`config.mk`:
```
export PLATFORM = sky130hd
export DESIGN_NAME = one_wire_bus_master_flat
export DESIGN_NICKNAME = d
export VERILOG_FILES = /design/src/design/owm_pkg.sv /design/src/design/owm_req_if.sv /design/src/design/owm_rsp_if.sv /design/src/design/one_wire_bus_master.sv /design/src/design/owm_engine.sv /design/src/flat_wrapper.sv
export VERILOG_INCLUDE_DIRS = /design/src /design/src/design
export SDC_FILE = /design/constraint.sdc
export NUM_CORES = 1
export LEC_CHECK = 0
export BUFFER_PORTS_ARGS = -buffer_cell sky130_fd_sc_hd__buf_2
export CAP_MARGIN = 20
export CORE_MARGIN = 2
export CORE_UTILIZATION = 50
export DETAILED_ROUTE_END_ITERATION = 10
export HOLD_SLACK_MARGIN = 0.12
export PLACE_DENSITY = 0.68
export SLEW_MARGIN = 20
export SYNTH_ARGS = -nofsm -noshare
export SYNTH_HDL_FRONTEND = slang
export SYNTH_SLANG_ARGS = --single-unit
```
`constraint.sdc`:
```
create_clock -name clock -period 7.2 [get_ports clock]
set_input_delay 0.72 -clock clock [delete_from_list [all_inputs] [get_ports clock]]
set_output_delay 0.72 -clock clock [all_outputs]
set_load 0.03 [all_outputs]
```
`src/design/one_wire_bus_master_macros.svh`:
```
// Assertion macros used by the one-wire bus master engine.
`ifndef ONE_WIRE_BUS_MASTER_MACROS_SVH
`define ONE_WIRE_BUS_MASTER_MACROS_SVH

// Same-cycle implication, sampled on the rising clock edge outside reset.
`define OWM_ASSERT_NOW(lbl, ante, cons, msg) \
   lbl: assert property (@(posedge clock) disable iff (reset) (ante) |-> (cons)) \
      else $error(msg);

// Next-cycle implication, sampled on the rising clock edge outside reset.
`define OWM_ASSERT_NEXT(lbl, ante, cons, msg) \
   lbl: assert property (@(posedge clock) disable iff (reset) (ante) |=> (cons)) \
      else $error(msg);

`endif

```
`src/design/owm_pkg.sv`:
```
// Package with the shared types, constants and CRC function of the one-wire bus master.
package owm_pkg;

   // Counter width default for the tick counter.
   localparam int TICK_COUNT_BITS_DEFAULT = 10;

   // Operation and command codes share one encoding.
   typedef enum logic [1:0] {
      OP_IDLE  = 2'd0,
      OP_RESET = 2'd1,
      OP_WRITE = 2'd2,
      OP_READ  = 2'd3
   } op_type;

   // Register indexes of the control port.
   localparam logic [2:0] CSR_RESET_LOW       = 3'd0;
   localparam logic [2:0] CSR_PRESENCE_SAMPLE = 3'd1;
   localparam logic [2:0] CSR_RESET_RECOVER   = 3'd2;
   localparam logic [2:0] CSR_SLOT            = 3'd3;
   localparam logic [2:0] CSR_SHORT_LOW       = 3'd4;
   localparam logic [2:0] CSR_READ_SAMPLE     = 3'd5;

   // Register values after reset.
   localparam logic [9:0] RESET_LOW_DEFAULT       = 10'd480;
   localparam logic [9:0] PRESENCE_SAMPLE_DEFAULT = 10'd70;
   localparam logic [9:0] RESET_RECOVER_DEFAULT   = 10'd410;
   localparam logic [9:0] SLOT_DEFAULT            = 10'd120;
   localparam logic [5:0] SHORT_LOW_DEFAULT       = 6'd2;
   localparam logic [9:0] READ_SAMPLE_DEFAULT     = 10'd14;

   // Reflected Dallas CRC-8 polynomial.
   localparam logic [7:0] CRC_POLY = 8'h8C;

   typedef struct packed {
      logic [9:0] reset_low_ticks;
      logic [9:0] presence_sample_ticks;
      logic [9:0] reset_recover_ticks;
      logic [9:0] slot_ticks;
      logic [5:0] short_low_ticks;
      logic [9:0] read_sample_ticks;
   } cfg_type;

   typedef struct packed {
      logic       pull_low;
      logic       busy_res;
      logic       done_res;
      logic       presence;
      logic [7:0] read_value;
      logic [7:0] crc_value;
      logic       rejected;
   } res_type;

   // Folds one byte into the CRC, least significant bit first.
   function automatic logic [7:0] crc_byte(input logic [7:0] crc, input logic [7:0] b);
      logic [7:0] c;
      logic [7:0] d;
      logic       mix;
      c = crc;
      d = b;
      for (int i = 0; i < 8; i++) begin
         mix = c[0] ^ d[0];
         c   = {1'b0, c[7:1]};
         if (mix) begin
            c = c ^ CRC_POLY;
         end
         d = {1'b0, d[7:1]};
      end
      return c;
   endfunction

endpackage

```
`src/design/owm_req_if.sv`:
```
// Request channel interface of the one-wire bus master.
interface owm_req_if;
   logic       valid;
   logic       ready;
   logic [1:0] mode;
   logic [7:0] data_byte;
   logic       line_level;

   modport source (output valid, output mode, output data_byte, output line_level,
                   input ready);
   modport sink (input valid, input mode, input data_byte, input line_level,
                 output ready);
endinterface

```
`src/design/owm_rsp_if.sv`:
```
// Response channel interface of the one-wire bus master.
interface owm_rsp_if;
   logic       valid;
   logic       ready;
   logic       pull_low;
   logic       busy_res;
   logic       done_res;
   logic       presence;
   logic [7:0] read_value;
   logic [7:0] crc_value;
   logic       rejected;

   modport source (output valid, output pull_low, output busy_res, output done_res,
                   output presence, output read_value, output crc_value,
                   output rejected, input ready);
   modport sink (input valid, input pull_low, input busy_res, input done_res,
                 input presence, input read_value, input crc_value,
                 input rejected, output ready);
endinterface

```
`src/design/one_wire_bus_master.sv`:
```
// Top level of the one-wire bus master: control registers, request handshake and response register.
//
//   port      direction  carries
//   req_if    in         mode, data_byte, line_level (one request per microsecond tick)
//   rsp_if    out        pull_low, busy_res, done_res, presence, read_value, crc_value, rejected
//   csr_*     in         writes to the six timing registers
//
// Every request is worked combinationally: the engine's next-state logic feeds the response
// register directly, so one request can be taken in every cycle while the response side takes responses.
// A response is ready in the cycle after its request is taken; a request is still taken while
// a response waits, provided the response side takes it in the same cycle.
// Synchronous reset returns the engine to idle, clears CRC, presence and the last byte read,
// and loads the timing registers with their default values.
module one_wire_bus_master
   import owm_pkg::*;
#(
   parameter int TICK_COUNT_BITS = TICK_COUNT_BITS_DEFAULT
) (
   input  logic       clock,
   input  logic       reset,
   owm_req_if.sink    req_if,
   owm_rsp_if.source  rsp_if,
   input  logic       csr_write_en,
   input  logic [2:0] csr_index,
   input  logic [9:0] csr_write_data
);

   cfg_type cfg_ff;
   res_type rsp_data_ff;
   res_type result;
   logic    rsp_valid_ff;
   logic    accept;

   // Timing registers.
   always_ff @(posedge clock) begin
      if (reset) begin
         cfg_ff.reset_low_ticks       <= RESET_LOW_DEFAULT;
         cfg_ff.presence_sample_ticks <= PRESENCE_SAMPLE_DEFAULT;
         cfg_ff.reset_recover_ticks   <= RESET_RECOVER_DEFAULT;
         cfg_ff.slot_ticks            <= SLOT_DEFAULT;
         cfg_ff.short_low_ticks       <= SHORT_LOW_DEFAULT;
         cfg_ff.read_sample_ticks     <= READ_SAMPLE_DEFAULT;
      end else if (csr_write_en) begin
         case (csr_index)
            CSR_RESET_LOW:       cfg_ff.reset_low_ticks       <= csr_write_data;
            CSR_PRESENCE_SAMPLE: cfg_ff.presence_sample_ticks <= csr_write_data;
            CSR_RESET_RECOVER:   cfg_ff.reset_recover_ticks   <= csr_write_data;
            CSR_SLOT:            cfg_ff.slot_ticks            <= csr_write_data;
            CSR_SHORT_LOW:       cfg_ff.short_low_ticks       <= csr_write_data[5:0];
            CSR_READ_SAMPLE:     cfg_ff.read_sample_ticks     <= csr_write_data;
            default: ;
         endcase
      end
   end

   // A request is taken when the response register is empty or being emptied.
   assign req_if.ready = !rsp_valid_ff || rsp_if.ready;
   assign accept       = req_if.valid && req_if.ready;

   owm_engine #(
      .TICK_COUNT_BITS (TICK_COUNT_BITS)
   ) u_engine (
      .clock      (clock),
      .reset      (reset),
      .accept     (accept),
      .mode       (req_if.mode),
      .data_byte  (req_if.data_byte),
      .line_level (req_if.line_level),
      .cfg        (cfg_ff),
      .result     (result)
   );

   // Response register.
   always_ff @(posedge clock) begin
      if (reset) begin
         rsp_valid_ff <= 1'b0;
      end else if (accept) begin
         rsp_valid_ff <= 1'b1;
      end else if (rsp_if.ready) begin
         rsp_valid_ff <= 1'b0;
      end
      if (accept) begin
         rsp_data_ff <= result;
      end
   end

   assign rsp_if.valid      = rsp_valid_ff;
   assign rsp_if.pull_low   = rsp_data_ff.pull_low;
   assign rsp_if.busy_res   = rsp_data_ff.busy_res;
   assign rsp_if.done_res   = rsp_data_ff.done_res;
   assign rsp_if.presence   = rsp_data_ff.presence;
   assign rsp_if.read_value = rsp_data_ff.read_value;
   assign rsp_if.crc_value  = rsp_data_ff.crc_value;
   assign rsp_if.rejected   = rsp_data_ff.rejected;

endmodule

```
`src/design/owm_engine.sv`:
```
// Bus timing engine: operation state, slot and reset timing, shift register and CRC.
`include "one_wire_bus_master_macros.svh"

module owm_engine
   import owm_pkg::*;
#(
   parameter int TICK_COUNT_BITS = TICK_COUNT_BITS_DEFAULT
) (
   input  logic       clock,
   input  logic       reset,
   input  logic       accept,
   input  logic [1:0] mode,
   input  logic [7:0] data_byte,
   input  logic       line_level,
   input  cfg_type    cfg,
   output res_type    result
);

   // Compare width covers both the counter and the ten-bit registers.
   localparam int CW = (TICK_COUNT_BITS > 10) ? TICK_COUNT_BITS : 10;
   localparam logic [CW-1:0] TC_MAX = CW'((64'd1 << TICK_COUNT_BITS) - 64'd1);
   localparam logic [CW-1:0] CW_ONE = CW'(1);

   typedef enum logic [2:0] {
      PH_LOW     = 3'd0,
      PH_SAMPLE  = 3'd1,
      PH_RECOVER = 3'd2
   } phase_type;

   op_type                     operation_ff, operation_in;
   phase_type                  phase_ff, phase_in;
   logic [TICK_COUNT_BITS-1:0] tick_count_ff;
   logic [CW-1:0]              tick_count_in;
   logic [2:0]                 bit_index_ff, bit_index_in;
   logic [7:0]                 shift_byte_ff, shift_byte_in;
   logic [7:0]                 crc_accum_ff, crc_accum_in;
   logic                       presence_flag_ff, presence_flag_in;
   logic [7:0]                 read_hold_ff, read_hold_in;

   logic [CW-1:0] low_lim, sample_lim, recover_lim, slot_lim, read_at, short_lim;
   logic [CW-1:0] count, count_inc;
   logic          pull, done, rej;

   // Limits clipped to what the tick counter can hold; low and slot limits are kept at least one.
   always_comb begin
      low_lim     = (CW'(cfg.reset_low_ticks) > TC_MAX) ? TC_MAX : CW'(cfg.reset_low_ticks);
      if (low_lim == '0) begin
         low_lim = CW_ONE;
      end
      sample_lim  = (CW'(cfg.presence_sample_ticks) > TC_MAX) ?
                    TC_MAX : CW'(cfg.presence_sample_ticks);
      recover_lim = (CW'(cfg.reset_recover_ticks) > TC_MAX) ?
                    TC_MAX : CW'(cfg.reset_recover_ticks);
      slot_lim    = (CW'(cfg.slot_ticks) > TC_MAX) ? TC_MAX : CW'(cfg.slot_ticks);
      if (slot_lim == '0) begin
         slot_lim = CW_ONE;
      end
      // A late read sample falls on the last slot position.
      read_at     = (CW'(cfg.read_sample_ticks) > slot_lim - CW_ONE) ?
                    slot_lim - CW_ONE : CW'(cfg.read_sample_ticks);
      short_lim   = CW'(cfg.short_low_ticks);
   end

   // One tick of work: start a command if idle or reject it if busy, then advance the running operation.
   always_comb begin
      operation_in     = operation_ff;
      phase_in         = phase_ff;
      tick_count_in    = CW'(tick_count_ff);
      bit_index_in     = bit_index_ff;
      shift_byte_in    = shift_byte_ff;
      crc_accum_in     = crc_accum_ff;
      presence_flag_in = presence_flag_ff;
      read_hold_in     = read_hold_ff;
      pull             = 1'b0;
      done             = 1'b0;
      rej              = 1'b0;

      if (op_type'(mode) != OP_IDLE) begin
         if (operation_ff != OP_IDLE) begin
            rej = 1'b1;
         end else begin
            operation_in  = op_type'(mode);
            phase_in      = PH_LOW;
            tick_count_in = '0;
            bit_index_in  = '0;
            case (op_type'(mode))
               OP_RESET: begin
                  crc_accum_in     = '0;
                  presence_flag_in = 1'b0;
               end
               OP_WRITE: shift_byte_in = data_byte;
               default:  shift_byte_in = '0;
            endcase
         end
      end

      count     = tick_count_in;
      count_inc = count + CW_ONE;

      case (operation_in)
         OP_RESET: begin
            case (phase_in)
               PH_LOW: begin
                  pull = 1'b1;
                  if (count_inc >= low_lim) begin
                     phase_in      = PH_SAMPLE;
                     tick_count_in = '0;
                  end else begin
                     tick_count_in = count_inc;
                  end
               end
               PH_SAMPLE: begin
                  if (count >= sample_lim) begin
                     // A low line on the sample tick means a device answered.
                     presence_flag_in = !line_level;
                     if (!line_level && recover_lim != '0) begin
                        phase_in      = PH_RECOVER;
                        tick_count_in = '0;
                     end else begin
                        operation_in  = OP_IDLE;
                        phase_in      = PH_LOW;
                        tick_count_in = '0;
                        done          = 1'b1;
                     end
                  end else begin
                     tick_count_in = count_inc;
                  end
               end
               PH_RECOVER: begin
                  if (count_inc >= recover_lim) begin
                     operation_in  = OP_IDLE;
                     phase_in      = PH_LOW;
                     tick_count_in = '0;
                     done          = 1'b1;
                  end else begin
                     tick_count_in = count_inc;
                  end
               end
               default: begin
                  operation_in  = OP_IDLE;
                  phase_in      = PH_LOW;
                  tick_count_in = '0;
                  done          = 1'b1;
               end
            endcase
         end
         OP_WRITE, OP_READ: begin
            if (operation_in == OP_WRITE) begin
               pull = shift_byte_in[0] ? (count < short_lim) : 1'b1;
            end else begin
               pull = count < short_lim;
               if (count == read_at) begin
                  shift_byte_in = {line_level, shift_byte_in[7:1]};
               end
            end
            // End of a bit slot.
            if (count_inc >= slot_lim) begin
               tick_count_in = '0;
               if (operation_in == OP_WRITE) begin
                  shift_byte_in = {1'b0, shift_byte_in[7:1]};
               end
               if (bit_index_in == 3'd7) begin
                  bit_index_in = '0;
                  if (operation_in == OP_READ) begin
                     read_hold_in = shift_byte_in;
                     crc_accum_in = crc_byte(crc_accum_in, shift_byte_in);
                  end
                  operation_in = OP_IDLE;
                  phase_in     = PH_LOW;
                  done         = 1'b1;
               end else begin
                  bit_index_in = bit_index_in + 3'd1;
               end
            end else begin
               tick_count_in = count_inc;
            end
         end
         default: ;
      endcase
   end

   // The result shows the state after this tick.
   always_comb begin
      result.pull_low   = pull;
      result.busy_res   = operation_in != OP_IDLE;
      result.done_res   = done;
      result.presence   = presence_flag_in;
      result.read_value = read_hold_in;
      result.crc_value  = crc_accum_in;
      result.rejected   = rej;
   end

   // Engine state advances once for every accepted request.
   always_ff @(posedge clock) begin
      if (reset) begin
         operation_ff     <= OP_IDLE;
         phase_ff         <= PH_LOW;
         tick_count_ff    <= '0;
         bit_index_ff     <= '0;
         shift_byte_ff    <= '0;
         crc_accum_ff     <= '0;
         presence_flag_ff <= 1'b0;
         read_hold_ff     <= '0;
      end else if (accept) begin
         operation_ff     <= operation_in;
         phase_ff         <= phase_in;
         tick_count_ff    <= tick_count_in[TICK_COUNT_BITS-1:0];
         bit_index_ff     <= bit_index_in;
         shift_byte_ff    <= shift_byte_in;
         crc_accum_ff     <= crc_accum_in;
         presence_flag_ff <= presence_flag_in;
         read_hold_ff     <= read_hold_in;
      end
   end

   `OWM_ASSERT_NOW(a_done_not_busy, accept && result.done_res, !result.busy_res, "done while still busy")
   `OWM_ASSERT_NOW(a_reject_when_busy, accept && result.rejected, operation_ff != OP_IDLE, "rejected while idle")
   `OWM_ASSERT_NOW(a_bits_only_in_slots, bit_index_ff != 3'd0, operation_ff == OP_WRITE || operation_ff == OP_READ, "bit index outside a byte operation")
   `OWM_ASSERT_NEXT(a_reset_clears_crc, accept && operation_ff == OP_IDLE && op_type'(mode) == OP_RESET, crc_accum_ff == 8'd0, "bus reset left the CRC uncleared")

endmodule
```
`src/flat_wrapper.sv`:
```
// flat-port wrapper written by rule: the top's interface ports become plain ports
module one_wire_bus_master_flat import owm_pkg::*;
#(
   parameter int TICK_COUNT_BITS = TICK_COUNT_BITS_DEFAULT
)
  (clock, reset, csr_write_en, csr_index, csr_write_data, req_if_valid, req_if_mode, req_if_data_byte, req_if_line_level, req_if_ready, rsp_if_valid, rsp_if_pull_low, rsp_if_busy_res, rsp_if_done_res, rsp_if_presence, rsp_if_read_value, rsp_if_crc_value, rsp_if_rejected, rsp_if_ready);
  owm_req_if req_if_i ();
  owm_rsp_if rsp_if_i ();
  input  logic clock;
  input  logic reset;
  input  logic csr_write_en;
  input  logic [2:0] csr_index;
  input  logic [9:0] csr_write_data;
  input wire logic [$bits(req_if_i.valid)-1:0] req_if_valid;
  input wire logic [$bits(req_if_i.mode)-1:0] req_if_mode;
  input wire logic [$bits(req_if_i.data_byte)-1:0] req_if_data_byte;
  input wire logic [$bits(req_if_i.line_level)-1:0] req_if_line_level;
  output wire logic [$bits(req_if_i.ready)-1:0] req_if_ready;
  output wire logic [$bits(rsp_if_i.valid)-1:0] rsp_if_valid;
  output wire logic [$bits(rsp_if_i.pull_low)-1:0] rsp_if_pull_low;
  output wire logic [$bits(rsp_if_i.busy_res)-1:0] rsp_if_busy_res;
  output wire logic [$bits(rsp_if_i.done_res)-1:0] rsp_if_done_res;
  output wire logic [$bits(rsp_if_i.presence)-1:0] rsp_if_presence;
  output wire logic [$bits(rsp_if_i.read_value)-1:0] rsp_if_read_value;
  output wire logic [$bits(rsp_if_i.crc_value)-1:0] rsp_if_crc_value;
  output wire logic [$bits(rsp_if_i.rejected)-1:0] rsp_if_rejected;
  input wire logic [$bits(rsp_if_i.ready)-1:0] rsp_if_ready;
  assign req_if_i.valid = req_if_valid;
  assign req_if_i.mode = req_if_mode;
  assign req_if_i.data_byte = req_if_data_byte;
  assign req_if_i.line_level = req_if_line_level;
  assign req_if_ready = req_if_i.ready;
  assign rsp_if_valid = rsp_if_i.valid;
  assign rsp_if_pull_low = rsp_if_i.pull_low;
  assign rsp_if_busy_res = rsp_if_i.busy_res;
  assign rsp_if_done_res = rsp_if_i.done_res;
  assign rsp_if_presence = rsp_if_i.presence;
  assign rsp_if_read_value = rsp_if_i.read_value;
  assign rsp_if_crc_value = rsp_if_i.crc_value;
  assign rsp_if_rejected = rsp_if_i.rejected;
  assign rsp_if_i.ready = rsp_if_ready;
  one_wire_bus_master #(.TICK_COUNT_BITS(TICK_COUNT_BITS)) u_core (.clock(clock), .reset(reset), .req_if(req_if_i), .rsp_if(rsp_if_i), .csr_write_en(csr_write_en), .csr_index(csr_index), .csr_write_data(csr_write_data));
endmodule
```
# Yosys cells after proc, flatten, opt, wreduce, memory -nomap -nowiden
# Cells that the tools add are included.
# op_classes
add_sub_neg	3
multipliers	0
n_div	0
n_lt_le_gt_ge	10
eq_ne	14
shift	0
muxes	116
bitwise_logic	16
reduce_logical	21
# ops
op	n
8-bit two-way mux	56
10-bit two-way mux	13
10-bit greater-or-equal comparator	4
10-bit > comparator (second input constant)	4
3-bit two-way mux	12
10-bit case mux with 3 select lines	1
2-bit NOT with 3-bit output	8
10-bit logical NOT	2
10-bit case mux with 2 select lines	1
1-bit two-way mux	17
2-bit two-way mux	8
8-bit case mux with 2 select lines	1
2-bit AND reduction	6
10-bit by 1-bit adder with 10-bit output (second input constant)	1
10-bit equality test	1
10-bit > comparator	1
10-bit by 6-bit less-than comparator with 1-bit output	1
10-bit nonzero test	1
10-bit by 1-bit subtractor with 10-bit output (second input constant)	1
3-bit by 2-bit equality test with 1-bit output (second input constant)	3
3-bit equality test (second input constant)	3
3-bit case mux with 3 select lines	1
2-bit nonzero test	4
1-bit bitwise XOR	8
other kinds (14)	22
# totals
regBits	121
latch_bits	0
mem_bits_rw	0
romBits	0
in_bits	29
word_cells	202
memories	0

# Longest topological paths before layout
# Gate-level depths: netlist (run 1).
# logic_depth
ltp_word	61
mapped_depth	22
ltp_nobuf	19

# Hierarchy
# Synthesis (run 1) repeated with hierarchy kept, for this count alone.
# unflattened
hier_cells	889
hier_area_um2	7943.9
# by_module_without_submodules
module	instances	cells_per_inst	area_per_inst_um2	seq_area_each_um2
owm_engine	1	655	5052.3	860.8
one_wire_bus_master	1	234	2891.5	1771.7

# Worst setup path after synthesis (run 1)
# No wires, ideal clock.
# synth_path
path_type	reg-to-reg
from	register u_core.cfg_ff[18] (netlist bit)
to	register u_core.rsp_data_ff (netlist bit u_core.rsp_if.crc_value[2]), data pin
arrival_time_ns	5.173
t_required_ns	6.928
path_slack_ns	1.755
path_stages_with_launch	21
n_path_buf	1
synth_period_minus_slack_ns	5.445
cell_sequence	dfxtp_1 -> buf_2 -> nor4_2 -> a31oi_1 -> ha_1 -> or3b_2 -> nor3_1 -> xnor2_1 -> ha_1 -> nand4_1 -> a211oi_1 -> a2111oi_4 -> or2_2 -> o41ai_2 -> o221ai_2 -> o21ai_4 -> mux2i_1 -> xnor2_4 -> xnor3_1 -> xor2_1 -> a21oi_1
# synth_rtl
element	line	rtl
from (decl)	one_wire_bus_master.sv:28	cfg_type cfg_ff;
to (signal assigned)	one_wire_bus_master.sv:83	rsp_data_ff <= result;
to (decl)	one_wire_bus_master.sv:29	res_type rsp_data_ff;

==> reports/qor.csv, run 1 <==
metric,value,unit
DRC,0,
Tmin final,6.033,ns
Hold Worst Slack,0.4477,ns
fin cells,1186,
Critical Path RT,7.33,ns
Die ar.,16650,µm²
mapped cell area,7819,µm²
"Largest stage delay, worst path",0.52,ns
final RePlAce weighted congestion,0.9455,
clk buf depth,2,
max-capacitance violation count,0,
clock sink count,121,
Critical Path AT,6.16,ns
final setup fails,0,
worst hold path depth,2,
outcome,completed,
Leakage Power,3.763,nW
final wirelength,20320,µm
Initial DRC Count,500,
share of post-route cells with drive strength above 1,13.23,%
Crit Path Class,reg2reg,
first-pass iteration count of the detailed router,6,
Final HPWL DP,14470,µm
DR vias/cell,5.755,
Skew-Pair Late Insertion Delay,0.42,ns
wire per inst,17.13,µm
TritonCTS clock tree,yes,
vias in the first global route,6344,
post-route clock period utilization,83.79,%
register bit total from synthesis,121,
clock skew,0.009159,ns
r2r worst-path depth,19,
Synth Instances,928,
Final Max Slew Viols,0,
pwr dens,207.4,nW/µm²
synthesized area per cell,8.425,µm²
Initial Utilization,51.24,%
Layout area overhead,12.45,%
Num CTS Buffers,17,
CP endpoint kind,flip-flop,
Most common cell on crit path,ha_1,
num rows,45,
Reg-to-Reg End,u_core.rsp_if.crc_value[2]$_DFFE_PP_,
Worst Max-Slew Pin Slew,0.9430,ns
synth unique cells,73,
Startpoint Class,flip-flop,
max_slew headroom,37.13,%
"Primary FF master, synth",dfxtp_1,
All-Layer GR Usage,25.27,%
Post-CTS Setup Bufs,0,
# IOs,52,
"EDFF count, synth",21,
largest net degree at the start of global routing,78,
antenna cell count,0,
setup TNS,0,ns
first-pass GRT wire length,32750,µm
"Worst Setup Slack, final",1.167,ns
"Max stage delay cell, worst path",xnor3_1,
Final Hold Viols,0,
Hold WC Path Type,reg2reg,
Die Wd,129.1,µm
Die H,129.1,µm
H-Tree Level Count,4,
Final ANT Viol Nets,0,
cts hold-fix bufs,0,
post-cts resize count,0,
Reg2Reg Setup Slack,1.17,ns
crit path cell chain,nor4_2 > a31oi_1 > ha_1 > or3b_2 > nor3_1 > xnor2_1 > ha_1 > nand4_1 > a211oi_1 > a2111oi_4 > or2_2 > o41ai_2 > o221ai_2 > o21ai_4 > mux2i_1 > xnor2_4 > xnor3_1 > xor2_1 > a21oi_1,
worst-path maximum fanout,8,
total gr overflow,0,
Buffers on Ports,51,
Placed Cells,1154,
Worst R2R Start,u_core.cfg_ff[18]$_SDFFE_PP0P_,
Hold Crit Start,u_core.u_engine.shift_byte_ff[3]$_SDFFE_PP0P_,
routed vias,6826,
fmax,165.8,MHz
peak supply drop,0.1541,mV
worst slack at placement,1.210,ns
Synthesis Warnings,0,
worst hold endpoint,u_core.u_engine.shift_byte_ff[3]$_SDFFE_PP0P_,
RSZ-0062 raised after global routing,no,
ys async rst share,0,%
placed cell areas,8227,µm²
clk root buf,clkbuf_16,
# nets final,1053,
initial antenna violation count,0,
sequential-to-total area share from yosys stat,33.67,%
Core Region,15260,µm²
final instance area,8792,µm²
Syn Nets,1019,
"CTS clk-pin slew, worst paths",0.06,ns
power by group:
part           total, mW  leakage [nW]  internal, mW  switching (mW)
Sequential         0.735          1.02         0.716          0.0187
Combinational      0.290          2.47         0.101           0.189
Clock              0.799         0.267         0.473           0.325
per-layer routing:
metal  vias up  global-route usage (%)  part of all wire [%]
li1       3361                       -                     -
met1      3229                   35.93                    47
met2       209                   38.03                    45
met3        27                   5.037                   6.1
met4         0                   9.591                   2.4
met5         -                       0                     0
worst max-delay path, delay by kind of cell, from the launching register on:
kind / cells / cell delay (ns)
multiplexers: 1 / 0.44
AO/OA/AOI/OAI: 7 / 1.85
AND/OR/NAND/NOR: 5 / 1.29
adder cells (fa/ha/maj): 2 / 0.58
XOR/XNOR: 4 / 1.09
flip-flops: 1 / 0.48
synthesized netlist by cell type (all sizes together), types with 8 or more instances:
| cell | instances | area (µm²) |
|---|---|---|
| nand3 | 23 | 115.1 |
| a22oi | 9 | 67.56 |
| buf | 11 | 61.31 |
| o211ai | 24 | 180.2 |
| nand2 | 127 | 476.7 |
| nor2 | 73 | 274.0 |
| edfxtp | 21 | 630.6 |
| xnor2 | 24 | 262.8 |
| clkbuf | 34 | 127.6 |
| a21o | 28 | 210.2 |
| and3 | 8 | 50.05 |
| dfxtp | 100 | 2002 |
| nor4 | 12 | 87.58 |
| o31ai | 8 | 60.06 |
| nand2b | 17 | 106.4 |
| nor3 | 24 | 125.1 |
| ha | 62 | 775.7 |
| inv | 65 | 244.0 |
| o21ai | 25 | 136.4 |
| mux2i | 43 | 430.4 |
| a21oi | 77 | 389.1 |
| mux2 | 10 | 112.6 |
sequential cells by signal, summed over array words and instances (netlist names), 2 cells and up:
signal	count
u_core.u_engine.shift_byte_ff	8
u_core.u_engine.crc_accum_ff	8
u_core.u_engine.operation_ff	2
u_core.cfg_ff	56
u_core.u_engine.phase_ff	3
u_core.u_engine.tick_count_ff	10
u_core.rsp_if.read_value	8
u_core.u_engine.bit_index_ff	3
u_core.rsp_if.crc_value	8
u_core.u_engine.read_hold_ff	8
cell usage in the layout (no fill, tap or decap), drive strengths merged, types with 23 or more instances in the layout:
master  netlist  final
ha           62     62
nand3        23     23
o211ai       24     24
mux2i        43     43
inv          65     68
a21o         28     28
nand2       127    127
xnor2        24     24
o21ai        25     25
a21oi        77     77
buf          11     60
nor3         24     24
nor2         73     73
dfxtp       100    100
worst max path at each step:
stage / start / endpoint / slack [ns]
floorplan: u_core.cfg_ff[18]$_SDFFE_PP0P_ / u_core.rsp_if.crc_value[2]$_DFFE_PP_ / 1.76
global placement: req_if_mode[0] / u_core.u_engine.crc_accum_ff[3]$_SDFFE_PP0P_ / 1.41
detailed placement: u_core.cfg_ff[18]$_SDFFE_PP0P_ / u_core.rsp_if.crc_value[2]$_DFFE_PP_ / 1.21
CTS: u_core.cfg_ff[18]$_SDFFE_PP0P_ / u_core.rsp_if.crc_value[2]$_DFFE_PP_ / 1.19
global route: u_core.cfg_ff[18]$_SDFFE_PP0P_ / u_core.rsp_if.crc_value[2]$_DFFE_PP_ / 0.77
finish: u_core.cfg_ff[18]$_SDFFE_PP0P_ / u_core.rsp_if.crc_value[2]$_DFFE_PP_ / 1.17
kinds of logic (layout without fill, tap and decap cells):
logic type / Yosys count / count (layout) / synth area share [%]
AOI/OAI and AO/OA: 228 / 228 / 19.73
xor gates and xnor gates: 35 / 35 / 5.297
adders and majority gates: 62 / 62 / 9.922
buffers and inverters: 111 / 158 / 5.585
DFF: 121 / 121 / 33.67
muxes: 53 / 53 / 6.945
and+or+nand+nor: 318 / 318 / 18.85
final cells by class:
type | count | area [µm²]
clock buffer | 17 | 425.4
timing repair buffer | 60 | 322.8
inverter | 66 | 247.7
multi-input combinational | 696 | 4771
tap | 211 | 264.0
sequential | 121 | 2633
fill | 1402 | 6466
clock inverter | 15 | 128.9
stage by stage:
step | total power [mW] | util, %
3_3_place_gp | 1.031 | 53.92
4_1_cts | 1.833 | 57.55
6_report | 1.823 | 57.62
5_1_grt | 1.897 | 57.62
3_5_place_dp | 1.035 | 53.92
2_1_floorplan | 0.9543 | -
Note: power is estimated with default switching activity, not from simulation.
==> run 2: changes to the inputs <==
Settings changed: PLACE_DENSITY 0.68 to 0.7.
Clock period 7.2 ns to 5.53 ns, I/O delays scaled along.
==> run 2 against run 1 <==
Effect of this change:
- global-route usage shrank 0.32 points
- clock-buffer cell count is 9 higher
- die area stayed put
- maximum frequency increased by 12%
- largest power group unchanged
==> reports/qor.csv, run 2 (same netlist as run 1, synthesis figures left out) <==
metric,value,unit
outcome,completed,
GRT Max-Usage Layer,met2,
GR Util met3,4.872,%
Final Hold Viols,0,
first-pass iteration count of the detailed router,7,
# nets final,1077,
H-Tree Level Count,4,
max-capacitance violation count,0,
wire per inst,16.94,µm
Initial Utilization,51.24,%
Leakage Power,3.943,nW
crit path cell chain,nor2_1 > a31oi_2 > ha_2 > or3b_2 > nor3_4 > xnor2_2 > ha_1 > nand4_1 > a211oi_2 > a2111oi_4 > or2_2 > o41ai_2 > o221ai_2 > o21ai_4 > buf_4 > mux2i_4 > xnor2_4 > xnor3_2 > xnor2_2 > a21oi_1,
worst-path maximum fanout,6,
Skew-Pair Late Insertion Delay,0.42,ns
clock sink count,121,
share of post-route cells with drive strength above 1,17.42,%
largest net degree at the start of global routing,51,
most frequent cells in the layout,"127 x nand2_1, 94 x dfxtp_1, 76 x a21oi_1",
All-Layer GR Usage,24.95,%
DR vias/cell,5.768,
Final ANT Viol Nets,0,
Final HPWL DP,14580,µm
"CTS clk-pin slew, worst paths",0.05,ns
Reg2Reg Setup Slack,0.13,ns
total chip power,2.451,mW
Hold Crit Start,req_if_valid,
Final Max Slew Viols,0,
initial antenna violation count,0,
Crit Path Class,reg2reg,
Num CTS Buffers,17,
max reg flops,56,
r2r worst-path depth,20,
Reg-to-Reg End,u_core.rsp_if.crc_value[3]$_DFFE_PP_,
antenna cell count,0,
"Max stage delay cell, worst path",or3b_2,
clock skew,0.01040,ns
clk buf depth,2,
final wirelength,20490,µm
Critical Path RT,5.69,ns
setup TNS,0,ns
fill count,1322,
CP endpoint kind,flip-flop,
Die ar.,16650,µm²
Core Region,15260,µm²
final setup fails,0,
Largest Register,u_core.cfg_ff,
cts hold-fix bufs,0,
Die H,129.1,µm
Startpoint Class,flip-flop,
"most common cell after layout, fill and taps aside",nand2_1,
first-pass GRT wire length,32470,µm
peak supply drop,0.2159,mV
Die Wd,129.1,µm
TritonCTS clock tree,yes,
Buffers on Ports,51,
final RePlAce weighted congestion,0.9327,
routed vias,6979,
Critical Path AT,5.56,ns
worst hold endpoint,u_core.rsp_if.valid$_SDFFE_PP0P_,
Layout area overhead,16.80,%
Most common cell on crit path,xnor2_2,
final instance area,9133,µm²
Worst R2R Start,u_core.cfg_ff[24]$_SDFFE_PP0P_,
post-route clock period utilization,97.70,%
Initial DRC Count,540,
clk root buf,clkbuf_16,
Tmin final,5.403,ns
pwr dens,268.3,nW/µm²
Worst Max-Slew Pin Slew,1.130,ns
worst hold path depth,3,
placed cell areas,8347,µm²
met2 Usage GRT,40.34,%
fmax,185.1,MHz
Top Registers,"u_core.cfg_ff (56), u_core.u_engine.tick_count_ff (10)",
max_slew headroom,24.24,%
DRC,0,
Hold WC Path Type,in2reg,
grt met1 use,33.26,%
vias in the first global route,6546,
# IOs,52,
total gr overflow,0,
"Largest stage delay, worst path",0.52,ns
num rows,45,
-- run 2: cell types whose count changed in the layout (fill, tap and decap cells not counted), sizes merged --
cell,before,now
buf,60,84
clkbuf,17,26
clkinv,9,4
clkinvlp,3,1
inv,68,66
-- run 2: final cells by class --
type | count | area (µm²) | area share (%)
multi-input cells | 696 | 4896 | 53.61
clock inverters | 6 | 61.31 | 0.6713
flip-flops and latches | 121 | 2640 | 28.91
inverters | 66 | 247.7 | 2.713
repair buffers | 84 | 503.0 | 5.508
clock buffers | 26 | 520.5 | 5.699
well taps | 211 | 264.0 | 2.891
-- run 2: power breakdown --
group          internal (mW)  switching (mW)  total, mW
clock                  0.691           0.393       1.08
combinational          0.153           0.256      0.409
sequential             0.933          0.0244      0.957
total                   1.78           0.674       2.45
-- run 2: how the worst max path moves through the flow --
stage,endpoint,startpoint,cells after the start
after floorplan,u_core.rsp_if.crc_value[2]$_DFFE_PP_,u_core.cfg_ff[18]$_SDFFE_PP0P_,20
after global placement,u_core.rsp_if.crc_value[2]$_DFFE_PP_,u_core.cfg_ff[24]$_SDFFE_PP0P_,19
after detailed placement,u_core.rsp_if.crc_value[2]$_DFFE_PP_,u_core.cfg_ff[24]$_SDFFE_PP0P_,19
after CTS,u_core.rsp_if.crc_value[2]$_DFFE_PP_,u_core.cfg_ff[24]$_SDFFE_PP0P_,19
after global routing,u_core.rsp_if.crc_value[0]$_DFFE_PP_,u_core.cfg_ff[24]$_SDFFE_PP0P_,20
final,u_core.rsp_if.crc_value[3]$_DFFE_PP_,u_core.cfg_ff[24]$_SDFFE_PP0P_,20
-- run 2: repair_timing --
action | 4_1_cts | 5_1_grt
endpoints found under the setup margin | 2 | 16
resized for setup | 1 | 28
pin swaps | 0 | 9
cloned | 0 | 0
endpoints found under the hold margin | 0 | 0
buffers inserted | 0 | 8
-- run 2: routing by layer --
layer	part of all wire (%)	vias to the layer above
met2	46	211
met1	46	3320
met4	2.1	0
met3	5.9	39
li1	-	3409
met5	0	-
-- run 2: per-stage QoR --
step / std cells / utilization (%) / setup WS (ns) / hold slack, ns
5_1_grt: 1210 / 59.85 / -0.1459 / 0.3942
3_5_place_dp: 1170 / 54.70 / -0.01066 / 0.4473
6_report: 1210 / 59.85 / 0.1270 / 0.3787
3_3_place_gp: 1170 / 54.70 / 0.1366 / 0.4394
2_1_floorplan: 928 / - / 0.08508 / 0.4316
4_1_cts: 1202 / 58.54 / 0.04577 / 0.3736
-- run 2: critical path, delay by kind of cell, from the launching register on --
family                   cells  cell delay (ns)
AO/OA/AOI/OAI                7             1.54
AND/OR/NAND/NOR              5             1.39
XOR/XNOR                     4             0.86
adder cells (fa/ha/maj)      2             0.52
flip-flops                   1             0.38
multiplexers                 1             0.28
buffers and inverters        1             0.17
==> run 3: changes to the inputs <==
Settings changed: CAP_MARGIN 20 to unset, CORE_ASPECT_RATIO set to 1.2.
==> run 3 against run 2 <==
Effect of this change:
- non-clock buffer count decreased by 6
- global-route usage about the same
- clock-buffer cell count decreased by 4
- critical endpoint is now u_core.rsp_if.crc_value[2]$_DFFE_PP_
- routed wire length increased by 1.2%
- via count decreased by 0.59%
==> reports/qor.csv, run 3 (same netlist as run 1, synthesis figures left out) <==
metric,value,unit
outcome,completed,
wire per inst,17.27,µm
Initial DRC Count,550,
Reg2Reg Setup Slack,0.24,ns
clk root buf,clkbuf_16,
Final ANT Viol Nets,0,
final setup fails,0,
Hold WC Path Type,in2reg,
Worst Max-Slew Pin Slew,1.009,ns
worst-path maximum fanout,6,
clock skew,0.006196,ns
Buffers on Ports,51,
Sequential Area,2641,µm²
max reg flops,56,
max_slew headroom,32.22,%
final wirelength,20750,µm
Critical Path AT,5.46,ns
Crit Path Class,reg2reg,
clock sink count,121,
most frequent cells in the layout,"127 x nand2_1, 93 x dfxtp_1, 75 x a21oi_1",
TritonCTS clock tree,yes,
Final Hold Viols,0,
"most common cell after layout, fill and taps aside",nand2_1,
largest net degree at the start of global routing,78,
"Worst Setup Slack, final",0.2422,ns
first-pass iteration count of the detailed router,5,
Multi-input gate area,4949,µm²
Num CTS Buffers,17,
Startpoint Class,flip-flop,
CP endpoint kind,flip-flop,
"CTS clk-pin slew, worst paths",0.06,ns
antenna cell count,0,
total gr overflow,0,
H-Tree Level Count,4,
Tmin final,5.288,ns
routed vias,6938,
All-Layer GR Usage,25.00,%
Die Wd,118.2,µm
final core occ,58.98,%
Largest Register,u_core.cfg_ff,
Top Registers,"u_core.cfg_ff (56), u_core.u_engine.tick_count_ff (10)",
Hold Worst Slack,0.3663,ns
Initial Utilization,50.60,%
clk buf depth,2,
worst slack at placement,-0.02451,ns
num rows,50,
cts hold-fix bufs,0,
vias in the first global route,6524,
Leakage Power,3.923,nW
fmax,189.1,MHz
Final Max Slew Viols,0,
share of post-route cells with drive strength above 1,17.12,%
# nets final,1071,
DR vias/cell,5.777,
DRC,0,
max-capacitance violation count,0,
Critical Path RT,5.70,ns
Core Region,15450,µm²
Die ar.,16660,µm²
pwr dens,263.0,nW/µm²
fill count,1378,
Layout area overhead,16.56,%
# IOs,52,
first-pass GRT wire length,33100,µm
Skew-Pair Late Insertion Delay,0.43,ns
Final HPWL DP,14720,µm
post-route clock period utilization,95.62,%
Die H,141.0,µm
peak supply drop,0.2383,mV
initial antenna violation count,0,
final RePlAce weighted congestion,0.9102,
-- run 3: changes by cell type in the layout (fill, tap and decap cells not counted), sizes merged --
cell,delta
inv,+1
bufinv,-1
clkinvlp,+3
buf,-6
clkinv,+1
clkbuf,-4
-- run 3: final timing paths --
check,from,to,cells past startpoint
hold / removal,req_if_valid,u_core.rsp_if.valid$_SDFFE_PP0P_,3
setup / recovery,u_core.cfg_ff[20]$_SDFFE_PP1P_,u_core.rsp_if.crc_value[2]$_DFFE_PP_,21
setup reg to reg,u_core.cfg_ff[20]$_SDFFE_PP1P_,u_core.rsp_if.crc_value[2]$_DFFE_PP_,21
hold reg to reg,u_core.u_engine.shift_byte_ff[3]$_SDFFE_PP0P_,u_core.u_engine.shift_byte_ff[3]$_SDFFE_PP0P_,2
-- run 3: critical path, stage by stage (launching register included) --
cell,delay (ns)
dfxtp_2,0.36
nor4_2,0.42
a31oi_1,0.18
ha_2,0.24
or3b_4,0.28
nor3_4,0.05
xnor2_2,0.15
ha_1,0.28
nand4_1,0.19
a211oi_2,0.32
a2111oi_4,0.12
or2_4,0.30
o41ai_4,0.35
o221ai_2,0.18
o21ai_4,0.29
buf_6,0.19
mux2i_1,0.27
xnor2_1,0.15
xnor2_2,0.28
buf_4,0.19
xor2_2,0.15
a21oi_1,0.09
-- run 3: cell type report --
cell class | instances | share of cell area [%]
multi-input combinational | 696 | 54.30
sequential | 121 | 28.98
clock buffer | 22 | 5.327
timing repair buffer | 78 | 5.066
tap | 208 | 2.856
inverter | 66 | 2.718
clock inverter | 10 | 0.7551
-- run 3: power breakdown --
group,internal (mW),total [mW],switching (mW),leakage [nW]
registers,0.933,0.957,0.0245,1.02
logic,0.150,0.408,0.258,2.64
clock network,0.620,1.03,0.412,0.264
-- run 3: repair_timing --
item                                    in CTS  in global routing
pin swaps                                    0                  8
buffers inserted                             0                  5
resized for setup                            2                 36
endpoints found under the setup margin       2                 16
-- run 3: per-stage QoR --
step	std cells	area (µm²)	setup TNS [ns]	total power, mW
after CTS	1196	8886	0	2.380
after global placement	1164	8320	0	1.351
final	1201	9114	0	2.397
after detailed placement	1164	8320	-0.02762	1.354
after global routing	1201	9114	-0.09882	2.485
after floorplan	928	7819	0	1.242
-- run 3: routing by layer --
layer	part of all wire, %	vias up	track usage, %
li1	-	3404	-
met1	42	3246	30.31
met2	49	227	42.56
met3	4.6	61	4.288
met4	3.9	0	12.87
met5	0	-	0
